File: src/sv/rpr_pkg.sv
// ----------------------------------------------------------------------------
// rpr_pkg
// codes and result type of the replica protection registry
// ----------------------------------------------------------------------------
package rpr_pkg;

  typedef enum logic [2:0] {
    OP_DECLARE  = 3'd0,
    OP_ANNOUNCE = 3'd1,
    OP_TICK     = 3'd2,
    OP_SYNC_Q   = 3'd3,
    OP_THREAT_Q = 3'd4
  } op_t;

  localparam logic [1:0] KIND_STATUS = 2'd0;
  localparam logic [1:0] KIND_REANN  = 2'd1;
  localparam logic [1:0] KIND_TICK   = 2'd2;
  localparam logic [1:0] KIND_ANSWER = 2'd3;

  localparam logic [1:0] ST_OK       = 2'd0;
  localparam logic [1:0] ST_NOT_HELD = 2'd1;
  localparam logic [1:0] ST_FULL     = 2'd2;
  localparam logic [1:0] ST_IGNORED  = 2'd3;

  localparam logic [2:0] REG_DEFAULT = 3'd0;
  localparam logic [2:0] REG_STEP    = 3'd1;
  localparam logic [2:0] REG_MAX     = 3'd2;
  localparam logic [2:0] REG_PERIOD  = 3'd3;
  localparam logic [2:0] REG_OWN     = 3'd4;
  localparam logic [2:0] REG_ACT     = 3'd5;

  localparam logic [7:0] NOT_DISTRIBUTED = 8'hFF;

  typedef struct packed {
    logic [1:0]  kind;
    logic [1:0]  status;
    logic [63:0] key;
    logic [7:0]  threat;
    logic [4:0]  count;
    logic [7:0]  target;
    logic        exclude;
    logic        last;
  } res_t;

endpackage

File: src/sv/replica_protection_registry_unit.sv
// ----------------------------------------------------------------------------
// replica_protection_registry_unit
// table of protected units keyed by a 64-bit tag, kept in one entry ram
// ----------------------------------------------------------------------------
// One command beat is taken at a time. Every command except a status-only
// one walks the entry ram one entry per step: an empty entry passes S_RD and
// S_NXT, a valid entry that is not the one searched for S_RD, S_CHK and S_NXT,
// and an entry that is worked on (a key hit, every valid entry of a tick or
// threat query) S_RD, S_CHK, S_UPD, S_THR and S_ACT; the command then hands
// its last result to the output register in S_FIN and returns to idle. The
// walk is paced by the single read port of the entry ram.
// A tick holds while a reannounce beat cannot enter the output register.
module replica_protection_registry_unit #(
  parameter int TABLE_ENTRIES = 16,
  parameter int NODE_COUNT    = 16
) (
  input  logic         clk,
  input  logic         rst,
  input  logic         s_axis_tvalid,
  output logic         s_axis_tready,
  // unit_key, wanted_replicas, holds_block, peer_node, region_peers,
  // tick_ms, zero fill
  input  logic [111:0] s_axis_tdata,
  // op
  input  logic [2:0]   s_axis_tuser,
  output logic         m_axis_tvalid,
  input  logic         m_axis_tready,
  // status, out_key, threat, replica_count, target_replicas, exclude
  output logic [87:0]  m_axis_tdata,
  // kind
  output logic [1:0]   m_axis_tuser,
  output logic         m_axis_tlast,
  input  logic         cfg_valid,
  output logic         cfg_ready,
  input  logic [2:0]   cfg_addr,
  input  logic [31:0]  cfg_data
);

  localparam int IDX_W = TABLE_ENTRIES > 1 ? $clog2(TABLE_ENTRIES) : 1;
  localparam int NB_W  = $clog2(NODE_COUNT);
  localparam int CNT_W = $clog2(NODE_COUNT + 1);

  typedef struct packed {
    logic [63:0]           key;
    logic [7:0]            req;
    logic [7:0]            tgt;
    logic                  driven;
    logic [NODE_COUNT-1:0] bits;
    logic [CNT_W-1:0]      cnt;
    logic [31:0]           age;
  } entry_t;

  localparam int ENT_W = $bits(entry_t);
  localparam entry_t ENTRY_ZERO = '0;

  typedef enum logic [7:0] {
    S_IDLE = 8'b0000_0001,
    S_RD   = 8'b0000_0010,
    S_CHK  = 8'b0000_0100,
    S_UPD  = 8'b0000_1000,
    S_THR  = 8'b0001_0000,
    S_ACT  = 8'b0010_0000,
    S_NXT  = 8'b0100_0000,
    S_FIN  = 8'b1000_0000
  } state_t;

  state_t state;

  logic [7:0]  default_replicas, threat_step, threat_max, own_node;
  logic [31:0] reannounce_period;
  logic        drive_enable;

  logic [2:0]  op;
  logic [63:0] key;
  logic [7:0]  want, peer, region;
  logic [15:0] elapsed;

  logic [IDX_W-1:0]         idx, free_idx;
  logic                     free_ok, ign;
  logic [TABLE_ENTRIES-1:0] valid;
  entry_t                   e;
  logic [7:0]               thr, worst;
  rpr_pkg::res_t            res, m_res;
  logic                     m_valid;

  logic             ram_we;
  logic [IDX_W-1:0] ram_waddr;
  entry_t           ram_wdata;
  entry_t           ram_q;
  logic [ENT_W-1:0] ram_rdata;

  logic        out_free, idx_last, hit, peer_bad;
  logic [7:0]  cap;
  logic [31:0] age_sum;

  entry_t      chk_e, upd_e, act_wdata;
  logic        upd_ign, drive_now, act_we, m_load;

  function automatic logic [7:0] cap_target(input logic [7:0] w, input logic [7:0] rg,
                                            input logic [7:0] dflt);
    logic [7:0] most;
    logic [7:0] v;
    most = (rg > 8'd1) ? rg - 8'd1 : 8'd1;
    v = (w == 8'd0) ? dflt : w;
    if (v > most) v = most;
    if (v < 8'd1) v = 8'd1;
    return v;
  endfunction

  function automatic logic [7:0] threat_of(input logic [CNT_W-1:0] have,
                                           input logic [7:0] tgt,
                                           input logic [7:0] step,
                                           input logic [7:0] tmax);
    logic [7:0]  h;
    logic [15:0] p;
    h = 8'(have);
    if (tgt == 8'd0 || h >= tgt) return 8'd0;
    p = 16'(tgt - h) * 16'(step);
    if (p > 16'(tmax)) return tmax;
    return p[7:0];
  endfunction

  function automatic rpr_pkg::res_t mk_res(input logic [1:0] kind, input logic [1:0] st,
                                           input logic [63:0] k, input logic use_e,
                                           input entry_t en, input logic [7:0] t,
                                           input logic excl, input logic lst);
    rpr_pkg::res_t r;
    r = '0;
    r.kind    = kind;
    r.status  = st;
    r.key     = k;
    r.exclude = excl;
    r.last    = lst;
    if (use_e) begin
      r.threat = t;
      r.count  = 5'(en.cnt);
      r.target = en.tgt;
    end
    return r;
  endfunction

  rpr_ram #(.WIDTH(ENT_W), .DEPTH(TABLE_ENTRIES)) u_ram (
    .clk   (clk),
    .we    (ram_we),
    .waddr (ram_waddr),
    .wdata (ram_wdata),
    .raddr (idx),
    .rdata (ram_rdata)
  );

  assign ram_q     = entry_t'(ram_rdata);
  assign out_free  = !m_valid || m_axis_tready;
  assign idx_last  = (idx == IDX_W'(TABLE_ENTRIES - 1));
  assign hit       = (ram_q.key == key);
  assign peer_bad  = (peer >= 8'(NODE_COUNT)) || (peer == own_node);
  assign cap       = cap_target(e.req, region, default_replicas);
  assign age_sum   = e.age + 32'(elapsed);
  assign drive_now = (thr != 8'd0) && drive_enable && (age_sum >= reannounce_period);
  assign m_load    = out_free && ((state == S_FIN) ||
                     (state == S_ACT && op == rpr_pkg::OP_TICK && drive_now));

  assign s_axis_tready = (state == S_IDLE);
  assign cfg_ready     = 1'b1;
  assign m_axis_tvalid = m_valid;
  assign m_axis_tuser  = m_res.kind;
  assign m_axis_tlast  = m_res.last;
  assign m_axis_tdata  = {m_res.exclude, m_res.target, m_res.count, m_res.threat,
                          m_res.key, m_res.status};

  // entry as read, with a raised request on declare
  always_comb begin
    chk_e = ram_q;
    if (op == rpr_pkg::OP_DECLARE && want > ram_q.req) chk_e.req = want;
  end

  // per-op entry update
  always_comb begin
    upd_e   = e;
    upd_ign = 1'b0;
    case (op)
      rpr_pkg::OP_DECLARE: upd_e.tgt = cap;
      rpr_pkg::OP_TICK: begin
        if (cap > e.tgt) upd_e.tgt = cap;
      end
      rpr_pkg::OP_ANNOUNCE: begin
        if (peer_bad || e.bits[peer[NB_W-1:0]]) begin
          upd_ign = 1'b1;
        end else begin
          upd_e.bits[peer[NB_W-1:0]] = 1'b1;
          if (e.cnt < CNT_W'(NODE_COUNT)) upd_e.cnt = e.cnt + CNT_W'(1);
        end
      end
      default: ;
    endcase
  end

  // write back of the worked entry
  always_comb begin
    act_wdata = e;
    act_we    = 1'b0;
    if (state == S_ACT) begin
      case (op)
        rpr_pkg::OP_DECLARE:  act_we = 1'b1;
        rpr_pkg::OP_ANNOUNCE: act_we = !ign;
        rpr_pkg::OP_TICK: begin
          if (drive_now) begin
            act_we           = out_free;
            act_wdata.age    = 32'd0;
            act_wdata.driven = 1'b1;
          end else begin
            act_we = 1'b1;
            if (thr != 8'd0 && drive_enable) act_wdata.age = age_sum;
          end
        end
        default: ;
      endcase
    end
  end

  always_ff @(posedge clk) begin
    if (rst) begin
      m_valid <= 1'b0;
    end else if (m_load) begin
      m_valid <= 1'b1;
    end else if (m_axis_tready) begin
      m_valid <= 1'b0;
    end
  end

  always_ff @(posedge clk) begin
    if (rst) begin
      state             <= S_IDLE;
      valid             <= '0;
      ram_we            <= 1'b0;
      default_replicas  <= 8'd3;
      threat_step       <= 8'd50;
      threat_max        <= 8'd200;
      reannounce_period <= 32'd1000;
      own_node          <= 8'd255;
      drive_enable      <= 1'b1;
    end else begin
      ram_we <= act_we;

      if (cfg_valid) begin
        case (cfg_addr)
          rpr_pkg::REG_DEFAULT: default_replicas  <= cfg_data[7:0];
          rpr_pkg::REG_STEP:    threat_step       <= cfg_data[7:0];
          rpr_pkg::REG_MAX:     threat_max        <= cfg_data[7:0];
          rpr_pkg::REG_PERIOD:  reannounce_period <= cfg_data;
          rpr_pkg::REG_OWN:     own_node          <= cfg_data[7:0];
          rpr_pkg::REG_ACT:     drive_enable      <= cfg_data[0];
          default: ;
        endcase
      end

      case (state)
        S_IDLE: begin
          if (s_axis_tvalid) begin
            op      <= s_axis_tuser;
            key     <= s_axis_tdata[63:0];
            want    <= (s_axis_tdata[71:64] == 8'd0) ? default_replicas
                                                      : s_axis_tdata[71:64];
            peer    <= s_axis_tdata[80:73];
            region  <= s_axis_tdata[88:81];
            elapsed <= s_axis_tdata[104:89];
            idx     <= '0;
            free_ok <= 1'b0;
            worst   <= 8'd0;
            if (s_axis_tuser == rpr_pkg::OP_DECLARE && !s_axis_tdata[72]) begin
              res   <= mk_res(rpr_pkg::KIND_STATUS, rpr_pkg::ST_NOT_HELD,
                              s_axis_tdata[63:0], 1'b0, e, thr, 1'b0, 1'b1);
              state <= S_FIN;
            end else if (s_axis_tuser > rpr_pkg::OP_THREAT_Q) begin
              res   <= mk_res(rpr_pkg::KIND_STATUS, rpr_pkg::ST_IGNORED,
                              s_axis_tdata[63:0], 1'b0, e, thr, 1'b0, 1'b1);
              state <= S_FIN;
            end else if (s_axis_tuser == rpr_pkg::OP_TICK &&
                         own_node == rpr_pkg::NOT_DISTRIBUTED) begin
              res   <= mk_res(rpr_pkg::KIND_TICK, rpr_pkg::ST_OK, 64'd0, 1'b0, e, thr,
                              1'b0, 1'b1);
              state <= S_FIN;
            end else begin
              state <= S_RD;
            end
          end
        end
        S_RD: begin
          if (valid[idx]) begin
            state <= S_CHK;
          end else begin
            if (op == rpr_pkg::OP_DECLARE && !free_ok) begin
              free_idx <= idx;
              free_ok  <= 1'b1;
            end
            state <= S_NXT;
          end
        end
        S_CHK: begin
          e <= chk_e;
          if (op == rpr_pkg::OP_TICK || op == rpr_pkg::OP_THREAT_Q || hit) begin
            state <= S_UPD;
          end else begin
            state <= S_NXT;
          end
        end
        S_UPD: begin
          e     <= upd_e;
          ign   <= upd_ign;
          state <= S_THR;
        end
        S_THR: begin
          thr   <= threat_of(e.cnt, e.tgt, threat_step, threat_max);
          state <= S_ACT;
        end
        S_ACT: begin
          ram_waddr <= idx;
          ram_wdata <= act_wdata;
          case (op)
            rpr_pkg::OP_DECLARE: begin
              valid[idx] <= 1'b1;
              res   <= mk_res(rpr_pkg::KIND_STATUS, rpr_pkg::ST_OK, key, 1'b1, e, thr,
                              1'b0, 1'b1);
              state <= S_FIN;
            end
            rpr_pkg::OP_ANNOUNCE: begin
              res   <= mk_res(rpr_pkg::KIND_STATUS,
                              ign ? rpr_pkg::ST_IGNORED : rpr_pkg::ST_OK,
                              key, 1'b1, e, thr, 1'b0, 1'b1);
              state <= S_FIN;
            end
            rpr_pkg::OP_SYNC_Q: begin
              res   <= mk_res(rpr_pkg::KIND_ANSWER, rpr_pkg::ST_OK, key, 1'b1, e, thr,
                              !e.driven, 1'b1);
              state <= S_FIN;
            end
            rpr_pkg::OP_THREAT_Q: begin
              if (thr > worst) worst <= thr;
              state <= S_NXT;
            end
            rpr_pkg::OP_TICK: begin
              if (!drive_now) begin
                state <= S_NXT;
              end else if (m_load) begin
                m_res <= mk_res(rpr_pkg::KIND_REANN, rpr_pkg::ST_OK, e.key, 1'b1,
                                e, thr, 1'b0, 1'b0);
                state <= S_NXT;
              end
            end
            default: state <= S_FIN;
          endcase
        end
        S_NXT: begin
          if (!idx_last) begin
            idx   <= idx + IDX_W'(1);
            state <= S_RD;
          end else begin
            state <= S_FIN;
            case (op)
              rpr_pkg::OP_DECLARE: begin
                if (free_ok) begin
                  e     <= '{key: key, req: want, tgt: 8'd0, driven: 1'b0, bits: '0,
                             cnt: '0, age: reannounce_period};
                  idx   <= free_idx;
                  state <= S_UPD;
                end else begin
                  res <= mk_res(rpr_pkg::KIND_STATUS, rpr_pkg::ST_FULL, key, 1'b0, e,
                                thr, 1'b0, 1'b1);
                end
              end
              rpr_pkg::OP_ANNOUNCE:
                res <= mk_res(rpr_pkg::KIND_STATUS, rpr_pkg::ST_IGNORED, key, 1'b0, e,
                              thr, 1'b0, 1'b1);
              rpr_pkg::OP_SYNC_Q:
                res <= mk_res(rpr_pkg::KIND_ANSWER, rpr_pkg::ST_OK, key, 1'b0, e, thr,
                              1'b0, 1'b1);
              rpr_pkg::OP_THREAT_Q:
                res <= mk_res(rpr_pkg::KIND_ANSWER, rpr_pkg::ST_OK, 64'd0, 1'b1,
                              ENTRY_ZERO, worst, 1'b0, 1'b1);
              default:
                res <= mk_res(rpr_pkg::KIND_TICK, rpr_pkg::ST_OK, 64'd0, 1'b0, e, thr,
                              1'b0, 1'b1);
            endcase
          end
        end
        S_FIN: begin
          if (m_load) begin
            m_res <= res;
            state <= S_IDLE;
          end
        end
        default: state <= S_IDLE;
      endcase
    end
  end

endmodule

File: src/sv/rpr_ram.sv
// ----------------------------------------------------------------------------
// rpr_ram
// generic single-write, single-read ram with registered read data
// ----------------------------------------------------------------------------
module rpr_ram #(
  parameter int WIDTH = 8,
  parameter int DEPTH = 16
) (
  input  logic                                   clk,
  input  logic                                   we,
  input  logic [(DEPTH > 1 ? $clog2(DEPTH) : 1)-1:0] waddr,
  input  logic [WIDTH-1:0]                       wdata,
  input  logic [(DEPTH > 1 ? $clog2(DEPTH) : 1)-1:0] raddr,
  output logic [WIDTH-1:0]                       rdata
);

  logic [WIDTH-1:0] mem [DEPTH];

  always_ff @(posedge clk) begin
    if (we) begin
      mem[waddr] <= wdata;
    end
    rdata <= mem[raddr];
  end

endmodule

File: config.mk
export PLATFORM = sky130hd
export DESIGN_NAME = replica_protection_registry_unit
export DESIGN_NICKNAME = d
export VERILOG_FILES = /design/src/sv/rpr_pkg.sv /design/src/sv/replica_protection_registry_unit.sv /design/src/sv/rpr_ram.sv
export SDC_FILE = /design/constraint.sdc
export NUM_CORES = 2
export LEC_CHECK = 0
export ABC_CLOCK_PERIOD_IN_PS = 15000
export BUFFER_PORTS_ARGS = -buffer_cell sky130_fd_sc_hd__buf_4
export CAP_MARGIN = 30
export CORE_ASPECT_RATIO = 2
export CORE_UTILIZATION = 34
export CTS_CLUSTER_DIAMETER = 30
export DETAILED_ROUTE_END_ITERATION = 16
export PLACE_DENSITY_LB_ADDON = 0.1
export SYNTH_ARGS = -nofsm -noshare
export SYNTH_HDL_FRONTEND = slang
export SYNTH_HIERARCHICAL = 1
export SYNTH_SLANG_ARGS = --single-unit
export TNS_END_PERCENT = 30
File: constraint.sdc
create_clock -name clk -period 15 [get_ports clk]
set_input_delay 3.75 -clock clk [delete_from_list [all_inputs] [get_ports clk]]
set_output_delay 3.75 -clock clk [all_outputs]
set_load 0.005 [all_outputs]
== After elaboration in Yosys (flattened, before gate mapping) ==
Memory sizes are Yosys's and may differ from the RTL's. A register that Yosys moved wholly into a read port is not among the register bits.
Cells that the tools add are included.
Storage, ports and cells
  register bits after elaboration: 678
  memory bits (writable): 2144
  input bits: 155
  output and inout bits: 94
  logic and storage cells: 276
  memories: 1
Cells by class
  add/sub/neg operators: 5
  multipliers: 1
  $lt $le $gt $ge: 16
  eq/ne operators: 45
  multiplexer cells: 88
  bitwise operators: 6
  reduce and logical (&&, ||, !) cells: 61
Memory list
  u_ram.mem: depth 16, bits a word 134, read ports 1, clocked after Yosys merged registers in 1, write ports 1, RTL line rpr_ram.sv:17  | logic [WIDTH-1:0] mem [DEPTH];
Operators by type and width (count)
  91-bit 2-to-1 mux: 10
  91-bit case mux with 3 select lines: 2
  134-bit 2-to-1 mux: 3
  134-bit case mux with 3 select lines: 1
  91-bit case mux with 4 select lines: 1
  8-bit 2-to-1 mux: 24
  91-bit case mux with 2 select lines: 1
  32-bit 2-to-1 mux: 3
  64-bit equality test: 1
  8-bit case mux with 8 select lines: 1
  8-bit case mux with 2 select lines: 3
  21-bit 2-to-1 mux: 2
  32-bit by 16-bit adder with 32-bit output: 1
  32-bit greater-or-equal comparator: 1
  8-bit greater-than comparator: 4
  16-bit bitwise OR: 2
  8-bit logical NOT: 3
  2-bit inequality test (second input constant): 12
  1-bit 2-to-1 mux: 22
  7-bit AND reduction: 3
  2-bit AND reduction: 10
  8-bit equality test (second input constant): 2
  16-bit by 8-bit greater-than comparator with 1-bit output: 1
  9-bit by 9-bit multiplier with 16-bit output: 1
  51 further kinds: 108

== Logic depth before layout (Yosys ltp) ==
  depth in word-level cells: 10
  mapped depth: 28
  depth with buffers taken out: 28

== Modules after synthesis ==
The synthesis kept the hierarchy.
Modules (own cells, without submodules)
  rpr_ram: times used 1, cells an instance 3512, area an instance 83286.1 sq um, sequential area each 67064.3 sq um
  replica_protection_registry_unit: times used 1, cells an instance 2754, area an instance 32690.1 sq um, sequential area each 19418.6 sq um

== Least setup slack after synthesis ==
OpenSTA, ideal clock, no wires.
  path kind: input to register
  start point: input port rst
  end point: register e (netlist bit act_wdata[100]), enable pin
  library setup time: 0.725 ns
  arrival: 11.856 ns
  data required time: 14.275 ns
  slack: 2.420 ns
  stages: 3
  path buffers: 2
  cell sequence: clkbuf_1 > clkbuf_1 > a211oi_1
Between the ends
  word-level cells in the longest chain between the ends: 2
RTL lines
  from (decl): RTL line replica_protection_registry_unit.sv:18  | input logic rst,
  1-bit NOT (no source line)
  6-bit AND reduction (no source line)
  to (signal assigned): RTL line replica_protection_registry_unit.sv:299  | e <= chk_e;
  to (signal assigned): RTL line replica_protection_registry_unit.sv:307  | e <= upd_e;
  to (signal assigned): RTL line replica_protection_registry_unit.sv:361  | e <= '{key: key, req: want, tgt: 8'd0, driven: 1'b0, bits: '0,
  to (decl): RTL line replica_protection_registry_unit.sv:81  | entry_t e;
Every way passes these cells.
A chain may end at the register's enable or synchronous reset.

== Final worst setup path ==
  start point: register e (netlist bit act_wdata[54])
  end point: register thr[7] (data pin)
Between the ends
  word-level cells in the longest chain between the ends: 9
  elaborated cells on any way between the ends: 16
  classes of those cells: 1 x add/sub; 1 x mul; 2 x order compare; 10 x mux; 2 x reduce/logical
RTL lines
  8-bit by 5-bit subtractor with 9-bit output: RTL line replica_protection_registry_unit.sv:118  | p = 16'(tgt - h) * 16'(step);
  9-bit by 9-bit multiplier with 16-bit output: RTL line replica_protection_registry_unit.sv:118
  16-bit by 8-bit greater-than comparator with 1-bit output: RTL line replica_protection_registry_unit.sv:119  | if (p > 16'(tmax)) return tmax;
  1-bit 2-to-1 mux: RTL line replica_protection_registry_unit.sv:119
  1-bit 2-to-1 mux: RTL line replica_protection_registry_unit.sv:118
  1-bit 2-to-1 mux: RTL line replica_protection_registry_unit.sv:256  | case (state)
  1-bit 2-to-1 mux: RTL line replica_protection_registry_unit.sv:231  | if (rst) begin
  8-bit 2-to-1 mux: RTL line replica_protection_registry_unit.sv:120  | return p[7:0];
  8-bit 2-to-1 mux (*): RTL line replica_protection_registry_unit.sv:118
  to (signal assigned): RTL line replica_protection_registry_unit.sv:312  | thr <= threat_of(e.cnt, e.tgt, threat_step, threat_max);
  to (decl): RTL line replica_protection_registry_unit.sv:82  | logic [7:0] thr, worst;
Every way passes the cells marked *; elsewhere a longest branch is shown, timed or not. The select of a mux whose other input is x is not followed.

==> results.txt <==
The setup path with the least slack is of type flip-flop to flip-flop. The largest net degree at the start of global routing is approximately 90. The met3 routing resource usage after global routing came out at roughly 2.5%. Of all nets on the critical path, the largest fanout is 10. The final setup slack of the worst path came out at around 7.5 ns.

The I/O pin count is 249. The critical path ends at thr[7]$_SDFFCE_PP0P_. The startpoint identified for the worst register-to-register timing path is act_wdata[54]$_DFFE_PP_.

The fraction of the mapped netlist area in compound gates came out at under 10%. By area, the combinational part of the netlist is dominated by multiplexers. The warning count from the yosys run came out at 6.

The first global-routing pass estimated ~500 mm of wire. The xor/xnor cell area share of the yosys netlist came out at less than 1%. The proportion of layout cells with a drive suffix above 1 is 25.14%. Among all stages on the critical path, the largest delay is contributed by sky130_fd_sc_hd__nor3_1. The number of buffers added by the clock tree synthesis step came out at 441.

The worst-case IR drop observed on VDD is 0.1059 mV. The endpoint arrival time on the critical path is 8.15 ns. The ratio of total power to cell area came out at ~150 nW/um^2. The initial DRC count is ~4500. The number of instances in the synthesized netlist is between 6000 and 7000. The post-synthesis mux area share came out at 10.98%. The synthesized netlist occupies a cell area of between 100000 and 150000 sq um. The number of max-capacitance violations reported came out at 0. The number of clock sinks seen by CTS is 2955. Setup repair after global routing left no endpoint under its margin. The detailed-route via count came out at roughly 61000. The setup slack of the most critical reg-to-reg path is roughly 7.5 ns. The vertical die dimension is about 830 um. The fraction of synthesis flops using an asynchronous set or reset pin is 0%.

The critical path contains buffers and inverters numbering 4 combined. The period utilization is 49.83%. The largest single stage delay on the critical path is between 0.7 and 0.8 ns. The hold buffer count at cts came out at 0. No sink is reached through more buffers than the 4 on the longest clock path. The run finished with clean final reports. The number of buffers added on ports is 240. The buffer count from post-CTS setup fixing came out at 0. The congestion estimate from routability-driven global placement came to approximately 0.85. The adder-cell share of the synthesized area came out at under 10%.

The net count after synthesis is about 6600. The count of final setup violators came out at 0. By count the netlist is led by sky130_fd_sc_hd__edfxtp_1 (2730), sky130_fd_sc_hd__nand2_1 (585), sky130_fd_sc_hd__mux4_2 (505), sky130_fd_sc_hd__a22oi_1 (229), sky130_fd_sc_hd__dfxtp_1 (225).

The logic depth of the worst setup path including buffers is 23. The actual transition at the worst max-transition pin came out at about 1.1 ns. Yosys attributes the largest share of cell area to sky130_fd_sc_hd__edfxtp_1 (71%), sky130_fd_sc_hd__mux4_2 (9.8%), sky130_fd_sc_hd__dfxtp_1 (3.9%), sky130_fd_sc_hd__nand2_1 (1.9%), sky130_fd_sc_hd__a22oi_1 (1.5%).

Sequential elements use roughly 75% of the synthesized area. At the later pin of the worst-skew pair, clock insertion delay measures between 0.9 and 1 ns. The terminus of the critical flop-to-flop path is thr[7]$_SDFFCE_PP0P_. The via count of the first global-routing pass came out at approximately 66000. The most critical setup path has its startpoint at act_wdata[54]$_DFFE_PP_. The die outline area is ~340000 sq um. Clock-pin slew was measured on the worst setup and hold paths at 0.06 ns. The cell type with the highest occurrence count on the critical path is sky130_fd_sc_hd__fa_1. Walking the worst path, the cells encountered are inv_1, ha_1, fa_1, nor2b_1, o31a_1, nor3_1, nand2_1, inv_1, fa_1, inv_1, fa_1, fa_1, inv_1, fa_1, ha_1, nor2_1, xnor2_1, xnor2_1, nor3_1, nor4_1, nand4_2, mux2i_1, nor2_1. STA classifies the critical path startpoint as a flip-flop. After synthesis, the largest area contributor takes up a little over two thirds of total cell area. The synthesized flop and latch total is just under 3000. The post-cts sizing count came out at 0.

Before CTS, the worst setup slack after placement is roughly 7.4 ns. The share of the core filled with cells came out at between 40% and 50%. The final critical-path required period is about 7.5 ns.

Global routing consumed, on the met2 layer, approximately two fifths of the routing resources. The worst hold path stage count came out at 2. Global routing used around 21% of the available tracks across all layers.

The setup TNS after final layout came out at 0 ns. The largest total area in the synthesized netlist belongs to sky130_fd_sc_hd__edfxtp_1. The synthesis-to-layout area growth is 20.23%. The setup skew after layout came out at 0.07351 ns. The classification of the worst-slack hold path is flip-flop to flip-flop. Averaged over all synthesized cells, the footprint is ~19 sq um. The placed cell area is ~120000 sq um. The H-tree was split into 5 levels.

The worst slew margin relative to its limit is between 20% and 30%. The number of failing hold endpoints at the final stage was 0. The most used flip-flop cell after synthesis is sky130_fd_sc_hd__edfxtp_1. The number of antenna-violating nets in the routed design came out at 0. The floorplan has around 300 rows. The horizontal die dimension came out at ~410 um.

The net count of the finished layout is 7169. The number of antenna violations at the first check in global routing was 11. The fmax came out at about 130 MHz. In this run the most used layer during global routing was met2. After detailed routing, the number of remaining DRC violations is 0. Global routing used 23.08% of the available met1 tracks.

The via density per instance came out at 5.261. The standard cell core area came out at about 340000 sq um. The leakage power came out at between 40 and 50 nW. The average wire length per cell after detail routing came out at 30.71 um. After synthesis, the netlist uses 80 different library cells. The number of cells on the worst reg-to-reg path is 23.

The sum of overflow across all layers after global routing came out at 0. The dominant delay contributor by cell family on the critical path is adder cells. The cell with the most instances after synthesis is sky130_fd_sc_hd__edfxtp_1.

The initial standard-cell utilization of the core is ~34%. The CTS root buffer is sky130_fd_sc_hd__clkbuf_16. The post-synthesis simple-gate area fraction came out at about 4.2%.

The number of max-slew violations in the final report came out at 0. The final layout contains routed wiring with a total length of 357.7 mm. Detailed placement finished with a half-perimeter wire length of ~220 mm. The number of search-and-repair iterations in the first detailed-routing pass came out at 5. TritonCTS built the clock tree.

The cell area after layout is around 140000 sq um. The final-layout worst hold slack is ~0.46 ns. STA puts the critical path data required time at 15.68 ns. The number of enable flip-flop cells after synthesis came out at between 2000 and 3000. The kind of end point of the critical path is a flip-flop.
## metrics by stage
step / total power, mW / cells
2_1_floorplan: 10.35 / 6266
3_3_place_gp: 11.00 / 10781
3_5_place_dp: 11.02 / 10803
4_1_cts: 21.83 / 11631
5_1_grt: 22.21 / 11649
6_report: 21.56 / 11650
## placed cells by master (no fill, tap or decap), types with 45 or more instances in the layout
cell type	n
sky130_fd_sc_hd__mux2i_1	50
sky130_fd_sc_hd__mux4_2	505
sky130_fd_sc_hd__o21ai_0	127
sky130_fd_sc_hd__a22oi_1	229
sky130_fd_sc_hd__nand2_1	584
sky130_fd_sc_hd__dfxtp_1	225
sky130_fd_sc_hd__nor2_1	115
sky130_fd_sc_hd__inv_6	64
sky130_fd_sc_hd__bufinv_16	62
sky130_fd_sc_hd__a21oi_1	118
sky130_fd_sc_hd__edfxtp_1	2730
sky130_fd_sc_hd__inv_1	174
sky130_fd_sc_hd__mux2_2	67
sky130_fd_sc_hd__ha_1	131
sky130_fd_sc_hd__a21o_1	53
sky130_fd_sc_hd__clkbuf_16	446
sky130_fd_sc_hd__fa_1	57
sky130_fd_sc_hd__nor2b_1	59
sky130_fd_sc_hd__a22o_1	147
sky130_fd_sc_hd__clkinvlp_4	66
sky130_fd_sc_hd__buf_4	396
sky130_fd_sc_hd__xnor2_1	111
sky130_fd_sc_hd__clkbuf_1	45
sky130_fd_sc_hd__and2_1	47
## flip-flops by register name, indices dropped and copies added, names as in the netlist, 16 cells and up
name,flops
elapsed,16
m_axis_tdata,88
ram_wdata,134
u_ram/rdata,134
key,64
e,33
u_ram/mem,2144
res,90
valid,16
act_wdata,101
reannounce_period,32
## worst min path at each step
stage | from | slack [ns] | end
floorplan | act_wdata[100]$_DFFE_PP_ | 0.43 | ram_wdata[100]$_DFFE_PP_
global placement | valid[11]$_SDFFE_PP0P_ | 0.44 | valid[11]$_SDFFE_PP0P_
detailed placement | act_wdata[61]$_DFFE_PP_ | 0.44 | ram_wdata[61]$_DFFE_PP_
CTS | act_wdata[61]$_DFFE_PP_ | 0.46 | ram_wdata[61]$_DFFE_PP_
global route | act_wdata[61]$_DFFE_PP_ | 0.48 | ram_wdata[61]$_DFFE_PP_
finish | reannounce_period[19]$_SDFFE_PP0P_ | 0.46 | reannounce_period[19]$_SDFFE_PP0P_
## routing by layer
| metal | share of wire [%] | vias up |
|---|---|---|
| met1 | 37 | 33062 |
| met4 | 3.8 | 2 |
| met5 | 0.0039 | - |
| li1 | - | 26161 |
| met3 | 3.5 | 546 |
| met2 | 56 | 1514 |
## final cells by class
cell class | count | area, sq um
fill | 30498 | 200200
sequential | 2955 | 86480
multi-input combinational | 2829 | 27630
clock buffer | 503 | 11490
tap | 4422 | 5533
clock inverter | 325 | 4039
timing repair buffer | 424 | 3563
inverter | 175 | 659.4
antenna | 17 | 42.54
## tightest hold or removal path, stage by stage, from the launching register on
cell                      delay (ns)
sky130_fd_sc_hd__dfxtp_1        0.31
sky130_fd_sc_hd__nand2_1        0.05
sky130_fd_sc_hd__a21oi_1        0.05
## where the power goes
group	switching, mW	leakage, nW	internal, mW
clock network	4.07	7.39	6.68
logic	0.904	13.2	0.646
registers	0.156	26.5	9.10
## logic make-up (layout without fill, tap and decap cells)
family / count (synthesis) / after routing
and+or+nand+nor: 1056 / 1056
xor gates and xnor gates: 126 / 126
AOI/OAI and AO/OA: 832 / 832
other: 1 / 18
adders and majority gates: 188 / 188
muxes: 626 / 626
buffers and inverters: 482 / 1427
DFF: 2955 / 2955
(Power assumes the default switching activity.)
